File: src/sv/miq_pkg.sv
// types and constants for the motion input qualifier
// no dependencies
`default_nettype none

package miq_pkg;

  localparam int TIME_W  = 32;
  localparam int DELAY_W = 16;
  localparam int SENS_W  = 2;
  localparam int CIDX_W  = 3;
  localparam int CDAT_W  = 16;

  localparam logic [CIDX_W-1:0] REG_DEBOUNCE_DELAY = 3'd0;
  localparam logic [CIDX_W-1:0] REG_HOLD_DURATION  = 3'd1;
  localparam logic [CIDX_W-1:0] REG_SENSITIVITY    = 3'd2;
  localparam logic [CIDX_W-1:0] REG_ACTIVE_LEVEL   = 3'd3;
  localparam logic [CIDX_W-1:0] REG_DETECTION_MODE = 3'd4;

  localparam logic [SENS_W-1:0] SENS_LOW    = 2'd0;
  localparam logic [SENS_W-1:0] SENS_MEDIUM = 2'd1;
  localparam logic [SENS_W-1:0] SENS_HIGH   = 2'd2;

  localparam logic MODE_HOLD  = 1'b0;
  localparam logic MODE_PULSE = 1'b1;

  localparam logic [TIME_W-1:0] LOCKOUT_LOW    = 32'd3;
  localparam logic [TIME_W-1:0] LOCKOUT_MEDIUM = 32'd1;

  typedef struct packed {
    logic [DELAY_W-1:0] debounce_delay;
    logic [DELAY_W-1:0] hold_duration;
    logic [SENS_W-1:0]  sensitivity;
    logic               active_level;
    logic               detection_mode;
  } cfg_t;

  localparam cfg_t CFG_RESET = '{
    debounce_delay: '0,
    hold_duration:  '0,
    sensitivity:    SENS_MEDIUM,
    active_level:   1'b1,
    detection_mode: MODE_HOLD
  };

  typedef struct packed {
    logic              raw_level;
    logic [TIME_W-1:0] now_seconds;
  } smp_t;

  typedef struct packed {
    logic              changed;
    logic              motion;
    logic              active;
    logic              detect_event;
    logic              end_event;
    logic [TIME_W-1:0] last_detection;
    logic [TIME_W-1:0] inactive_time;
  } res_t;

  // handshake state of the sample stage seen by the core
  typedef struct packed {
    logic valid;
    smp_t smp;
  } stage_t;

endpackage

`default_nettype wire

File: src/sv/miq_if.sv
// channel interfaces for samples, results and register writes
// depends on miq_pkg
`default_nettype none

interface miq_in_if;
  import miq_pkg::*;
  logic              valid;
  logic              ready;
  logic              raw_level;
  logic [TIME_W-1:0] now_seconds;
  modport source (output valid, raw_level, now_seconds, input ready);
  modport sink   (input valid, raw_level, now_seconds, output ready);
endinterface

interface miq_out_if;
  import miq_pkg::*;
  logic              valid;
  logic              ready;
  logic              changed;
  logic              motion;
  logic              active;
  logic              detect_event;
  logic              end_event;
  logic [TIME_W-1:0] last_detection;
  logic [TIME_W-1:0] inactive_time;
  modport source (output valid, changed, motion, active, detect_event, end_event,
                  last_detection, inactive_time, input ready);
  modport sink   (input valid, changed, motion, active, detect_event, end_event,
                  last_detection, inactive_time, output ready);
endinterface

interface miq_cfg_if;
  import miq_pkg::*;
  logic              valid;
  logic              ready;
  logic [CIDX_W-1:0] index;
  logic [CDAT_W-1:0] data;
  modport source (output valid, index, data, input ready);
  modport sink   (input valid, index, data, output ready);
endinterface

`default_nettype wire

File: src/sv/motion_input_qualifier.sv
// Motion input qualifier: takes one sensor sample (pin level and time in seconds) per beat
// and returns one result per sample. A sample is registered on entry, then logic checks the
// active level, applies the sensitivity lockout, debounces and updates the detector state
// (stable flag and detection time) while the result register loads, so each result passes
// the input register and then the result register; a new sample is taken every cycle while
// the result receiver does not stall. Register writes are registered and must only come
// while no sample is in flight.
// depends on miq_pkg, the channel interfaces, miq_cfg_regs, miq_in_reg and miq_core
`default_nettype none

module motion_input_qualifier (
  input wire logic clk,
  input wire logic rst_n,
  miq_in_if.sink     in_ch,
  miq_out_if.source  out_ch,
  miq_cfg_if.sink    cfg_ch
);
  import miq_pkg::*;

  cfg_t   cfg;
  stage_t stage;
  logic   adv;

  miq_cfg_regs u_cfg (
    .clk    (clk),
    .rst_n  (rst_n),
    .cfg_ch (cfg_ch),
    .cfg    (cfg)
  );

  miq_in_reg u_in (
    .clk   (clk),
    .rst_n (rst_n),
    .in_ch (in_ch),
    .adv   (adv),
    .stage (stage)
  );

  miq_core u_core (
    .clk    (clk),
    .rst_n  (rst_n),
    .cfg    (cfg),
    .stage  (stage),
    .adv    (adv),
    .out_ch (out_ch)
  );

endmodule

`default_nettype wire

File: src/sv/miq_cfg_regs.sv
// configuration register file, one write beat per cycle
// depends on miq_pkg and miq_cfg_if
`default_nettype none

module miq_cfg_regs (
  input  wire logic    clk,
  input  wire logic    rst_n,
  miq_cfg_if.sink      cfg_ch,
  output miq_pkg::cfg_t cfg
);
  import miq_pkg::*;

  cfg_t cfg_r;
  cfg_t cfg_nxt;

  assign cfg_ch.ready = 1'b1;
  assign cfg = cfg_r;

  always_comb begin
    cfg_nxt = cfg_r;
    if (cfg_ch.valid) begin
      case (cfg_ch.index)
        REG_DEBOUNCE_DELAY: cfg_nxt.debounce_delay = cfg_ch.data;
        REG_HOLD_DURATION:  cfg_nxt.hold_duration  = cfg_ch.data;
        REG_SENSITIVITY:    cfg_nxt.sensitivity    = cfg_ch.data[SENS_W-1:0];
        REG_ACTIVE_LEVEL:   cfg_nxt.active_level   = cfg_ch.data[0];
        REG_DETECTION_MODE: cfg_nxt.detection_mode = cfg_ch.data[0];
        default:            cfg_nxt = cfg_r;
      endcase
    end
  end

  always_ff @(posedge clk) begin
    if (!rst_n) begin
      cfg_r <= CFG_RESET;
    end else begin
      cfg_r <= cfg_nxt;
    end
  end

endmodule

`default_nettype wire

File: src/sv/miq_in_reg.sv
// sample input register with its beat handshake
// depends on miq_pkg and miq_in_if
`default_nettype none

module miq_in_reg (
  input  wire logic       clk,
  input  wire logic       rst_n,
  miq_in_if.sink          in_ch,
  input  wire logic       adv,
  output miq_pkg::stage_t stage
);
  import miq_pkg::*;

  logic valid_r;
  logic valid_nxt;
  smp_t smp_r;
  logic take;

  assign in_ch.ready = !valid_r || adv;
  assign take = in_ch.valid && in_ch.ready;

  always_comb begin
    valid_nxt = valid_r;
    if (take) begin
      valid_nxt = 1'b1;
    end else if (adv) begin
      valid_nxt = 1'b0;
    end
  end

  always_ff @(posedge clk) begin
    if (!rst_n) begin
      valid_r <= 1'b0;
    end else begin
      valid_r <= valid_nxt;
    end
  end

  always_ff @(posedge clk) begin
    if (take) begin
      smp_r <= '{raw_level: in_ch.raw_level, now_seconds: in_ch.now_seconds};
    end
  end

  assign stage = '{valid: valid_r, smp: smp_r};

endmodule

`default_nettype wire

File: src/sv/miq_core.sv
// qualify, lockout, debounce and hold logic with detector state and result register
// depends on miq_pkg and miq_out_if
`default_nettype none

module miq_core (
  input  wire logic            clk,
  input  wire logic            rst_n,
  input  wire miq_pkg::cfg_t   cfg,
  input  wire miq_pkg::stage_t stage,
  output logic                 adv,
  miq_out_if.source            out_ch
);
  import miq_pkg::*;

  logic              stable_r, stable_nxt;
  logic              prev_r, prev_nxt;
  logic [TIME_W-1:0] dbs_r, dbs_nxt;
  logic [TIME_W-1:0] det_r, det_nxt;
  logic              ovalid_r, ovalid_nxt;
  res_t              res_r, res_nxt;

  logic [TIME_W-1:0] now;
  logic [TIME_W-1:0] since;
  logic [TIME_W-1:0] db_elapsed;
  logic [TIME_W-1:0] hold_elapsed;
  logic              present;
  logic              lock_ok;
  logic              q;
  logic              restart;
  logic              follow;
  logic              step;

  assign adv  = !ovalid_r || out_ch.ready;
  assign step = adv && stage.valid;
  assign now  = stage.smp.now_seconds;

  always_comb begin
    present = (stage.smp.raw_level == cfg.active_level);
    since   = now - det_r;
    case (cfg.sensitivity)
      SENS_LOW:  lock_ok = since > LOCKOUT_LOW;
      SENS_HIGH: lock_ok = 1'b1;
      default:   lock_ok = since > LOCKOUT_MEDIUM;
    endcase
    q       = present && lock_ok;
    restart = (q != prev_r);

    // a level change restarts the window on this sample
    db_elapsed = restart ? '0 : now - dbs_r;
    follow     = (db_elapsed > {{(TIME_W-DELAY_W){1'b0}}, cfg.debounce_delay})
                 && (q != stable_r);

    stable_nxt = follow ? q : stable_r;
    det_nxt    = (follow && q) ? now : det_r;
    dbs_nxt    = restart ? now : dbs_r;
    prev_nxt   = q;

    hold_elapsed = now - det_nxt;

    res_nxt.changed        = follow;
    res_nxt.motion         = stable_nxt && ((cfg.detection_mode == MODE_PULSE) ||
                             (hold_elapsed <= {{(TIME_W-DELAY_W){1'b0}}, cfg.hold_duration}));
    res_nxt.active         = stable_nxt;
    res_nxt.detect_event   = follow && q;
    res_nxt.end_event      = follow && !q;
    res_nxt.last_detection = det_nxt;
    res_nxt.inactive_time  = stable_nxt ? '0 : hold_elapsed;

    ovalid_nxt = adv ? stage.valid : ovalid_r;
  end

  always_ff @(posedge clk) begin
    if (!rst_n) begin
      stable_r <= 1'b0;
      prev_r   <= 1'b0;
      dbs_r    <= '0;
      det_r    <= '0;
      ovalid_r <= 1'b0;
    end else begin
      ovalid_r <= ovalid_nxt;
      if (step) begin
        stable_r <= stable_nxt;
        prev_r   <= prev_nxt;
        dbs_r    <= dbs_nxt;
        det_r    <= det_nxt;
      end
    end
  end

  always_ff @(posedge clk) begin
    if (step) begin
      res_r <= res_nxt;
    end
  end

  assign out_ch.valid          = ovalid_r;
  assign out_ch.changed        = res_r.changed;
  assign out_ch.motion         = res_r.motion;
  assign out_ch.active         = res_r.active;
  assign out_ch.detect_event   = res_r.detect_event;
  assign out_ch.end_event      = res_r.end_event;
  assign out_ch.last_detection = res_r.last_detection;
  assign out_ch.inactive_time  = res_r.inactive_time;

endmodule

`default_nettype wire

File: src/flat_wrapper.sv
// flat-port wrapper written by rule: the top's interface ports become plain ports
module motion_input_qualifier_flat import miq_pkg::*;
  (clk, rst_n, in_ch_valid, in_ch_raw_level, in_ch_now_seconds, in_ch_ready, out_ch_valid, out_ch_changed, out_ch_motion, out_ch_active, out_ch_detect_event, out_ch_end_event, out_ch_last_detection, out_ch_inactive_time, out_ch_ready, cfg_ch_valid, cfg_ch_index, cfg_ch_data, cfg_ch_ready);
  miq_in_if in_ch_i ();
  miq_out_if out_ch_i ();
  miq_cfg_if cfg_ch_i ();
  input wire logic clk;
  input wire logic rst_n;
  input wire logic [$bits(in_ch_i.valid)-1:0] in_ch_valid;
  input wire logic [$bits(in_ch_i.raw_level)-1:0] in_ch_raw_level;
  input wire logic [$bits(in_ch_i.now_seconds)-1:0] in_ch_now_seconds;
  output wire logic [$bits(in_ch_i.ready)-1:0] in_ch_ready;
  output wire logic [$bits(out_ch_i.valid)-1:0] out_ch_valid;
  output wire logic [$bits(out_ch_i.changed)-1:0] out_ch_changed;
  output wire logic [$bits(out_ch_i.motion)-1:0] out_ch_motion;
  output wire logic [$bits(out_ch_i.active)-1:0] out_ch_active;
  output wire logic [$bits(out_ch_i.detect_event)-1:0] out_ch_detect_event;
  output wire logic [$bits(out_ch_i.end_event)-1:0] out_ch_end_event;
  output wire logic [$bits(out_ch_i.last_detection)-1:0] out_ch_last_detection;
  output wire logic [$bits(out_ch_i.inactive_time)-1:0] out_ch_inactive_time;
  input wire logic [$bits(out_ch_i.ready)-1:0] out_ch_ready;
  input wire logic [$bits(cfg_ch_i.valid)-1:0] cfg_ch_valid;
  input wire logic [$bits(cfg_ch_i.index)-1:0] cfg_ch_index;
  input wire logic [$bits(cfg_ch_i.data)-1:0] cfg_ch_data;
  output wire logic [$bits(cfg_ch_i.ready)-1:0] cfg_ch_ready;
  assign in_ch_i.valid = in_ch_valid;
  assign in_ch_i.raw_level = in_ch_raw_level;
  assign in_ch_i.now_seconds = in_ch_now_seconds;
  assign in_ch_ready = in_ch_i.ready;
  assign out_ch_valid = out_ch_i.valid;
  assign out_ch_changed = out_ch_i.changed;
  assign out_ch_motion = out_ch_i.motion;
  assign out_ch_active = out_ch_i.active;
  assign out_ch_detect_event = out_ch_i.detect_event;
  assign out_ch_end_event = out_ch_i.end_event;
  assign out_ch_last_detection = out_ch_i.last_detection;
  assign out_ch_inactive_time = out_ch_i.inactive_time;
  assign out_ch_i.ready = out_ch_ready;
  assign cfg_ch_i.valid = cfg_ch_valid;
  assign cfg_ch_i.index = cfg_ch_index;
  assign cfg_ch_i.data = cfg_ch_data;
  assign cfg_ch_ready = cfg_ch_i.ready;
  motion_input_qualifier u_core (.clk(clk), .rst_n(rst_n), .in_ch(in_ch_i), .out_ch(out_ch_i), .cfg_ch(cfg_ch_i));
endmodule
File: config.mk
export PLATFORM = sky130hd
export DESIGN_NAME = motion_input_qualifier_flat
export DESIGN_NICKNAME = d
export VERILOG_FILES = /design/src/sv/miq_pkg.sv /design/src/sv/miq_if.sv /design/src/sv/motion_input_qualifier.sv /design/src/sv/miq_cfg_regs.sv /design/src/sv/miq_in_reg.sv /design/src/sv/miq_core.sv /design/src/flat_wrapper.sv
export SDC_FILE = /design/constraint.sdc
export NUM_CORES = 1
export LEC_CHECK = 0
export ABC_CLOCK_PERIOD_IN_PS = 13000
export BUFFER_PORTS_ARGS = -buffer_cell sky130_fd_sc_hd__buf_2
export CAP_MARGIN = 20
export CORE_ASPECT_RATIO = 1.4
export CORE_MARGIN = 4
export CORE_UTILIZATION = 40
export CTS_BUF_LIST = sky130_fd_sc_hd__clkbuf_8
export CTS_CLUSTER_DIAMETER = 30
export DETAILED_ROUTE_END_ITERATION = 8
export PLACE_DENSITY = 0.65
export SLEW_MARGIN = 20
export SYNTH_ARGS = -nofsm -noshare
export SYNTH_HDL_FRONTEND = slang
export SYNTH_SLANG_ARGS = --single-unit
File: constraint.sdc
create_clock -name clk -period 13 [get_ports clk]
set_clock_uncertainty 0.15 [all_clocks]
set_input_delay 0.65 -clock clk [delete_from_list [all_inputs] [get_ports clk]]
set_output_delay 0.65 -clock clk [all_outputs]
set_load 0.005 [all_outputs]
## Yosys cells after proc, flatten, opt, wreduce, memory -nomap -nowiden

Cells that the tools add are included.

| operators by class | value |
|---|---|
| reductions and logical operators | 22 |
| eq/ne operators | 8 |
| bitwise operators | 0 |
| div/mod/pow operators | 0 |
| magnitude comparators | 4 |
| multipliers | 0 |
| multiplexer cells | 6 |
| add/sub/neg operators | 3 |
| shift-type cells | 0 |

Operator list:

| cell | number |
|---|---|
| subtractor 32 bit | 3 |
| two-way mux 32 bit | 2 |
| > comparator 32 x 1 -> 1 bit, second input constant | 1 |
| > comparator 32 x 16 -> 1 bit | 1 |
| > comparator 32 x 2 -> 1 bit, second input constant | 1 |
| <= comparator 32 x 16 -> 1 bit | 1 |
| AND reduction 2 bit | 6 |
| logical AND 1 bit | 7 |
| equality test 3 x 2 -> 1 bit, second input constant | 2 |
| equality test 3 x 1 -> 1 bit, second input constant | 1 |
| equality test 3 bit, second input constant | 1 |
| zero test 1 bit | 3 |
| zero test 3 bit | 1 |
| logical OR 1 bit | 3 |
| two-way mux 1 bit | 3 |
| equality test 2 bit, second input constant | 1 |
| zero test 2 bit | 1 |
| inequality test 1 bit | 2 |
| case mux 1 bit (2 select lines) | 1 |
| nonzero test 2 bit | 1 |
| equality test 1 bit | 1 |

| word-level totals | value |
|---|---|
| RAM bits | 0 |
| bits in registers | 206 |
| memory bits (read-only) | 0 |
| output and inout bits | 72 |
| memories | 0 |
| bits in latches | 0 |

## Depth between registers and ports, before layout

Gate-level depths: netlist of the first run.

| logic depth | value |
|---|---|
| word-level depth | 14 |
| mapped depth | 54 |
| depth with buffers taken out | 52 |

## Modules after synthesis

From an unflattened synthesis of the first run, not the netlist that was laid out.

| second synthesis, totals | value |
|---|---|
| cell total of the unflattened synthesis | 1670 |
| area, all modules | 14769.2 um^2 |

By module, submodules not included:

| module | area an instance (um^2) | instances | sequential area each (um^2) | cells each |
|---|---|---|---|---|
| miq_core | 12270.5 | 1 | 3413.3 | 1489 |
| miq_cfg_regs | 1442.6 | 1 | 720.7 | 142 |
| miq_in_reg | 1056.0 | 1 | 1011.0 | 39 |

## Worst setup path before layout of the first run

No wires, ideal clock.

| path | value |
|---|---|
| kind | register to register |
| start | register u_core.u_in.smp_r, in the netlist u_core.u_in.stage[1] |
| end | register u_core.u_core.res_r, in the netlist u_core.u_core.out_ch.motion, data pin |
| required time | 12685 ps |
| arrival time | 10225 ps |
| stages on the path, launching flop included | 54 |
| path slack | 2460 ps |
| path buffers | 3 |
| library setup time | 165 ps |
| clock period less this slack | 10540 ps |
| path through | edfxtp_1 -> inv_1 -> fa_1 -> nand2b_1 -> a211oi_4 -> o31a_1 -> nor2_1 -> xnor2_1 -> or4_1 -> nor4_2 -> nand4_2 -> nand2_1 -> xnor2_1 -> clkbuf_1 -> nor2_1 -> ha_1 -> a21o_1 -> a21o_1 -> (+18 left out) -> a21oi_1 -> xnor2_1 -> ha_1 -> a21oi_1 -> nor2b_1 -> o21ai_0 -> nand2b_1 -> a21oi_1 -> nor2b_1 -> o21ai_0 -> o21ai_0 -> nor3_1 -> o31ai_1 -> or4_1 -> a221o_1 -> nor4_2 -> nand4_1 -> o31ai_2 |

RTL lines:

| what | line | text |
|---|---|---|
| start, declared | miq_in_reg.sv:16 | `smp_t smp_r;` |
| start signal, assigned | miq_in_reg.sv:41 | `smp_r <= '{raw_level: in_ch.raw_level, now_seconds: in_ch.now_seconds};` |
| end signal, assigned | miq_core.sv:92 | `res_r <= res_nxt;` |
| end, declared | miq_core.sv:20 | `res_t res_r, res_nxt;` |

==> impl_metrics.csv, run 1 <==
group,metric,value,unit
outcome,status,"finished clean",
setup_path,path_class,"flip-flop to flip-flop",
flow_run,max_cap_viol_count,0,
floorplan,ioPinCount,129,
global_routing,antenna_found_initial,1,
global_routing,globalRouteOverflowTotal,0,
setup_path,cp_common_cell,"a21o_1",
floorplan,coreArea,0.0376,mm2
placement,port_buffers,127,
placement,gp_congestion,1.00,
setup_path,cp_max_fo,29,
timing,tightest_slew,1.06,ns
power_and_ir_drop,p_per_area,141,mW/mm2
timing,max_slew_margin,29.2,%
synth,ys_seq_area_share,33.7,%
timing,tns,0,ns
timing,setup_viol,0,
synth,synth_fa_ha_area_share,10.6,%
layout,area_growth_syn_to_layout,13.6,%
setup_path,critPathRequiredTime,13.26,ns
synth,synth_cell_types,102,
placement,place.detailed.hpwl,37800,um
setup_path,slowest_stage,"nor4_1",
synth,syn_area,0.0152,mm2
setup_path,worst_ep_arrival_time,12.61,ns
clocking,cts_buffers,45,
drt,drc,0,
drt,vias,13786,
timing,grt_setup_unrepaired,"false",
clocking,path_clk_slew,0.07,ns
synth,yosys.area_share.simple,19.1,%
layout,fin_cells,2434,
clocking,ctsHoldBuffers,0,
timing,period_share,95.1,%
layout,final_util,46.0,%
drt,drt_iter0_drc,1033,
drt,vias_per_cell,5.66,
hold_path,hold_class,"primary input to flip-flop",
clocking,clkLatencyLatePin,0.59,ns
layout,mostFrequentLayoutCells,"nand2_1, inv_1, buf_2, ha_1, a21oi_1",
clocking,clkSinkCount,206,
power_and_ir_drop,p_leak,7.28,nW
synth,async_reset_ff_share,0,%
global_routing,grt_pass1_vias,13238,
synth,syn-instance-count,1790,
global_routing,grt_max_degree,105,
clocking,cts.htree.levels,2,
placement,dp_cells,2347,
global_routing,grt_pass1_wl,73500,um
timing,drv_slew,0,
clocking,clockBufferDepth,3,
floorplan,die_w,173,um
floorplan,die-area,0.0413,mm2
timing,max_freq,80.9,MHz
synth,synth_edf_count,102,
layout,fin_nets,2107,
drt,wl_per_cell,19.7,um
synth,synth.area.mux_share,2.80,%
floorplan,start_util,40.5,%
synth,synth_nets,1974,
setup_path,crit_path_end_kind,"flip-flop",
drt,drt_pass1_iterations,7,
layout,drive_above_1_share,15.1,%
synth,synth-seq-cells,206,
timing,hold-worst-slack,0.0907,ns
timing,hold_violations,0,
clocking,cts-root-buf,"clkbuf_8",
setup_path,startpoint_type,"flip-flop",
clocking,cts_tree,"done",
layout,final_common_cell,"nand2_1",
synth,syn_area_per_cell,8.52,um2
power_and_ir_drop,peakVddDrop,0.0642,mV
global_routing,grt_usage,22.2,%
floorplan,die_h,239,um
setup_path,cp_slowest_stage_delay,0.46,ns
synth,synth_xor_area_share,3.38,%
synth,synth_compound_area_share,24.0,%
floorplan,rows,84,
drt,antenna_left,0,
synth,synth_top_family_by_area,"compound AO/OA/AOI/OAI gates",
drt,routed_wl,47900,um
synth,synth_warnings,0,
timing,period_minus_slack,12.36,ns
synth,synth_ff_type,"dfxtp_1",
==> critical path: cells and delay by family (launching register included) <==
family / cells / cell delay [ns]
buf+inv: 3 / 0.55
compound gates: 25 / 5.32
flops: 1 / 0.40
simple gates: 12 / 3.21
mux: 2 / 0.59
fa+ha+maj: 5 / 1.65
xor+xnor: 2 / 0.29
==> routing by layer <==
metal  wire (um)  global-route usage, %
met1       18500                   25.1
met5           0                      0
met4        3490                   14.1
met2       23800                   39.8
met3        2050                   2.64
==> where the power goes <==
part | internal, mW | leakage (nW) | switching [mW]
registers | 0.754 | 1.83 | 0.0224
clock network | 0.408 | 0.471 | 0.340
logic | 0.362 | 4.98 | 0.551
total | 1.52 | 7.28 | 0.913
==> worst paths after layout <==
kind                          start                          end  slack [ns]  depth (start not counted)
max            u_core.u_in.stage[0]  u_core.u_core.out_ch.motion        0.64                         49
min                 in_ch_raw_level        u_core.u_in.stage[32]        0.09                          1
max reg2reg    u_core.u_in.stage[0]  u_core.u_core.out_ch.motion        0.64                         49
min reg2reg  u_core.u_core.dbs_r[2]       u_core.u_core.dbs_r[2]        0.31                          2
==> cells in the mapped netlist, types with 5 or more instances <==
cell type	n	area [um2]
a2111oi_0	5	43.8
a211o_1	5	43.8
a211oi_1	16	120
a21boi_0	68	510
a21o_1	46	345
a21o_2	7	61.3
a21oi_1	108	541
a21oi_2	5	43.8
a31oi_1	17	106
and2_1	8	50.1
and3_1	14	87.6
and4_1	6	52.6
buf_1	9	33.8
buf_2	12	60.1
clkbuf_1	44	165
clkbuf_8	7	96.3
dfxtp_1	104	2080
edfxtp_1	102	3060
ha_1	124	1550
inv_1	151	567
mux2_2	5	56.3
mux2i_1	37	370
nand2_1	282	1060
nand2b_1	23	144
nand3_1	22	110
nand4_1	28	175
nor2_1	100	375
nor2b_1	36	225
nor3_1	33	165
nor3b_1	5	37.5
nor4_1	10	62.6
o2111ai_1	8	70.1
o211a_1	35	350
o211ai_1	9	67.6
o21a_1	27	203
o21ai_0	76	380
o21ai_1	7	35.0
o21bai_1	10	75.1
o311ai_0	6	52.6
o31ai_1	8	60.1
or2_2	7	43.8
or3_1	5	31.3
xnor2_1	35	307
xor2_1	22	193
==> flip-flops by register name (all words and copies together), names as in the netlist <==
signal and count:
u_core.u_core.out_ch.changed 1, u_core.u_core.out_ch.end_event 1, u_core.u_in.valid_r 1, u_core.u_core.stable_r 1
u_core.u_core.out_ch.motion 1, u_core.u_core.out_ch.detect_event 1, u_core.u_core.out_ch.last_detection 32, u_core.u_core.out_ch.inactive_time 32
u_core.u_cfg.cfg 36, u_core.u_core.prev_r 1, u_core.u_core.dbs_r 32, u_core.u_in.stage 33
u_core.u_core.out_ch.active 1, u_core.u_core.det_r 32, u_core.u_core.out_ch.valid 1
==> kinds of logic (layout without fill, tap and decap cells) <==
family | Yosys count | count (layout)
other | 1 | 3
XOR/XNOR | 58 | 58
AO/OA/AOI/OAI | 518 | 518
AND/OR/NAND/NOR | 608 | 608
multiplexers | 42 | 42
buffers and inverters | 230 | 399
adder cells (fa/ha/maj) | 127 | 127
flip-flops | 206 | 206
==> layout make-up <==
class / instances / area, um2
antenna: 2 / 5.00
clock buffer: 46 / 633
clock inverter: 37 / 325
fill: 3711 / 20300
inverter: 152 / 573
multi-input combinational: 1354 / 9140
sequential: 206 / 5140
tap: 473 / 592
timing repair buffer: 164 / 917
==> what timing repair did <==
action	in CTS	in global routing
resized for setup	0	2
endpoints found under the setup margin	0	1
endpoints found under the hold margin	0	0
buffers inserted	0	2
==> stage by stage <==
step / instance area (um2) / power (mW) / worst slack, ns
2_1_floorplan: 15200 / 1.45 / 2.46
3_3_place_gp: 16300 / 1.68 / 0.742
3_5_place_dp: 16300 / 1.69 / 0.595
4_1_cts: 17300 / 2.45 / 0.531
5_1_grt: 17300 / 2.59 / 0.0838
6_report: 17300 / 2.44 / 0.643
Power figures use the tool's default switching activity.
==> run 2: changes to the inputs <==
--- a/config.mk
+++ b/config.mk
@@ -5,6 +5,7 @@
 export SDC_FILE = /design/constraint.sdc
 export NUM_CORES = 1
 export LEC_CHECK = 0
+export ABC_AREA = 1
 export ABC_CLOCK_PERIOD_IN_PS = 13000
 export BUFFER_PORTS_ARGS = -buffer_cell sky130_fd_sc_hd__buf_2
 export CAP_MARGIN = 20
==> run 2 against run 1 <==
Maximum frequency grew 32%; sequential power grew 0.9%; cell area shrank 0.24%; critical path type unchanged; critical endpoint unchanged.
==> impl_metrics.csv, run 2 <==
group,metric,value,unit
synth,synthTopCellsByArea,"edfxtp_1, dfxtp_1, nand2_1",
layout,area_growth_syn_to_layout,14.5,%
synth,synth_most_common_cell,"nand2_1",
synth,synth_compound_area_share,15.1,%
clocking,clkSinkCount,206,
synth,synth_top_area_share,20.3,%
global_routing,grt_usage,24.2,%
setup_path,ff2ff_path_depth,53,
synth,syn-instance-count,2207,
setup_path,worst_ep_arrival_time,9.65,ns
hold_path,hold_class,"primary input to flip-flop",
clocking,path_clk_slew,0.06,ns
outcome,status,"finished clean",
synth,yosys.area_share.simple,26.2,%
timing,period_share,72.2,%
synth,syn_area_per_cell,6.84,um2
drt,drt_iter0_drc,1043,
timing,period_minus_slack,9.39,ns
clocking,cts.htree.levels,2,
drt,wl_per_cell,17.7,um
synth,synth.area.mux_share,0,%
synth,synth_nets,2391,
timing,setup_viol,0,
timing,tns,0,ns
timing,max_slew_margin,34.1,%
synth,ys_seq_area_share,34.1,%
layout,multi_input_area,0.00820,mm2
clocking,ctsHoldBuffers,0,
power_and_ir_drop,power,2.61,mW
global_routing,grt_pass1_vias,14171,
timing,fin_ws,3.61,ns
synth,syn_area,0.0151,mm2
flow_run,max_cap_viol_count,0,
clocking,clkLatencyLatePin,0.58,ns
setup_path,r2r_slack,3.61,ns
timing,drv_slew,0,
placement,gp_congestion,0.966,
setup_path,crit_path_end_kind,"flip-flop",
setup_path,path_class,"flip-flop to flip-flop",
synth,synth_warnings,0,
power_and_ir_drop,seqPwrFrac,30.1,%
layout,seqCellArea,0.00514,mm2
drt,routed_wl,50700,um
power_and_ir_drop,p_leak,8.57,nW
synth,yosys-top-cells-count,"nand2_1, inv_1, a21oi_1",
hold_path,hold_end,"u_core.u_in.stage[25]",
hold_path,hold_start,"in_ch_now_seconds[25]",
power_and_ir_drop,p_per_area,151,mW/mm2
power_and_ir_drop,power.switching,1.04,mW
global_routing,grt_pass1_wl,77100,um
clocking,cts_setup_buffers,0,
setup_path,reg2reg_to,"u_core.u_core.out_ch.motion",
power_and_ir_drop,power.share.clock,29.8,%
setup_path,critPathRequiredTime,13.26,ns
power_and_ir_drop,peakVddDrop,0.0550,mV
layout,drive_above_1_share,11.1,%
clocking,clockBufferDepth,3,
synth,synth_top_family_by_area,"simple AND/OR/NAND/NOR gates",
floorplan,rows,83,
layout,final_common_cell,"nand2_1",
clocking,cts_tree,"done",
synth,synth-seq-cells,206,
power_and_ir_drop,power_frac_comb,40.1,%
placement,port_buffers,127,
timing,grt_setup_unrepaired,"false",
floorplan,coreArea,0.0370,mm2
synth,synth_cell_types,48,
synth,async_reset_ff_share,0,%
floorplan,ioPinCount,129,
setup_path,cp_slowest_stage_delay,0.57,ns
synth,synth_ff_type,"dfxtp_1",
timing,tightest_slew,0.989,ns
placement,place.detailed.hpwl,41200,um
clocking,post_cts_resize_count,0,
layout,fin_nets,2542,
power_and_ir_drop,p_int,1.57,mW
setup_path,cp_max_fo,66,
floorplan,start_util,40.8,%
drt,drt_pass1_iterations,5,
global_routing,antenna_found_initial,1,
synth,synth_edf_count,102,
layout,mostFrequentLayoutCells,"nand2_1, inv_1, a21oi_1, nor2_1, o21ai_0",
global_routing,grt_max_degree,75,
layout,largest_reg_flops,36,
timing,hold_violations,0,
drt,drc,0,
global_routing,globalRouteOverflowTotal,0,
clocking,cts-root-buf,"clkbuf_8",
synth,synth_xor_area_share,2.31,%
clocking,cts_buffers,44,
hold_path,holdPathStages,1,
floorplan,die_w,172,um
setup_path,slowest_stage,"edfxtp_1",
setup_path,reg2reg_from,"u_core.u_in.stage[1]",
setup_path,startpoint_type,"flip-flop",
layout,final_util,46.8,%
setup_path,cp_top_family,"simple AND/OR/NAND/NOR gates",
power_and_ir_drop,swShare,40.0,%
setup_path,cp_num_buf_inv,5,
drt,vias,14757,
placement,post-place-ws,3.65,ns
synth,synth_fa_ha_area_share,10.7,%
layout,n_fill_cell,3863,
floorplan,die-area,0.0409,mm2
setup_path,cp_common_cell,"nand2_1",
drt,vias_per_cell,5.16,
synth,yosys.area.top_type,"edfxtp_1",
timing,max_freq,106,MHz
drt,antenna_left,0,
floorplan,die_h,238,um
run 2: changes by cell type in the layout (fill, tap and decap cells not counted), sizes merged, moves of 35 or more:
cell and change:
inv +264, nand3 +87, a21boi -70, o21ai +86, nor2 +104, a21oi +105
o211a -35, a21o -51, mux2i -37, nor2b -35, nand2 +272
run 2: stage by stage:
step	hold slack (ns)	instances	area, um2
finish	0.125	2862	17300
global placement	0.293	2779	16300
global route	0.0938	2862	17300
detailed placement	0.301	2779	16300
CTS	0.0863	2861	17300
floorplan	0.274	2207	15100
run 2: worst max-delay path by stage:
stage | start | end | slack (ns) | cells after the start
detailed placement | u_core.u_in.stage[1] | u_core.u_core.out_ch.motion | 3.65 | 55
global route | u_core.u_in.stage[1] | u_core.u_core.out_ch.motion | 2.71 | 55
floorplan | u_core.u_in.stage[1] | u_core.u_core.out_ch.motion | 5.51 | 58
CTS | u_core.u_in.stage[1] | u_core.u_core.out_ch.motion | 3.60 | 55
global placement | u_core.u_in.stage[1] | u_core.u_core.out_ch.motion | 3.74 | 55
finish | u_core.u_in.stage[1] | u_core.u_core.out_ch.motion | 3.61 | 53
run 2: final cells by class:
type | count | share of cell area [%]
Clock buffer | 45 | 3.58
Timing Repair Buffer | 148 | 4.59
Clock inverter | 37 | 2.14
Inverter | 419 | 9.11
Multi-Input combinational cell | 1539 | 47.4
Antenna cell | 1 | 0.0145
Sequential cell | 206 | 29.8
Tap cell | 467 | 3.38
run 2: metal layers:
layer | global-route usage, % | vias up | share of wire (%)
li1 | - | 7444 | -
met1 | 31.4 | 6699 | 42
met2 | 38.9 | 501 | 46
met3 | 4.09 | 113 | 6.6
met4 | 11.5 | 0 | 5.4
met5 | 0 | - | 0
run 2: cells by family after synthesis:
logic type,Yosys count
AOI/OAI and AO/OA,431
xor gates and xnor gates,39
buffers and inverters,462
DFF,206
and+or+nand+nor,941
adders and majority gates,127
other,1
run 2: power groups by stage:
stage | Clock, mW | Sequential, mW | Combinational (mW)
after floorplan | 0 | 0.797 | 0.728
after global placement | 0 | 0.796 | 1.03
after detailed placement | 0 | 0.798 | 1.04
after CTS | 0.797 | 0.784 | 1.04
after global routing | 0.832 | 0.789 | 1.18
final | 0.778 | 0.784 | 1.05
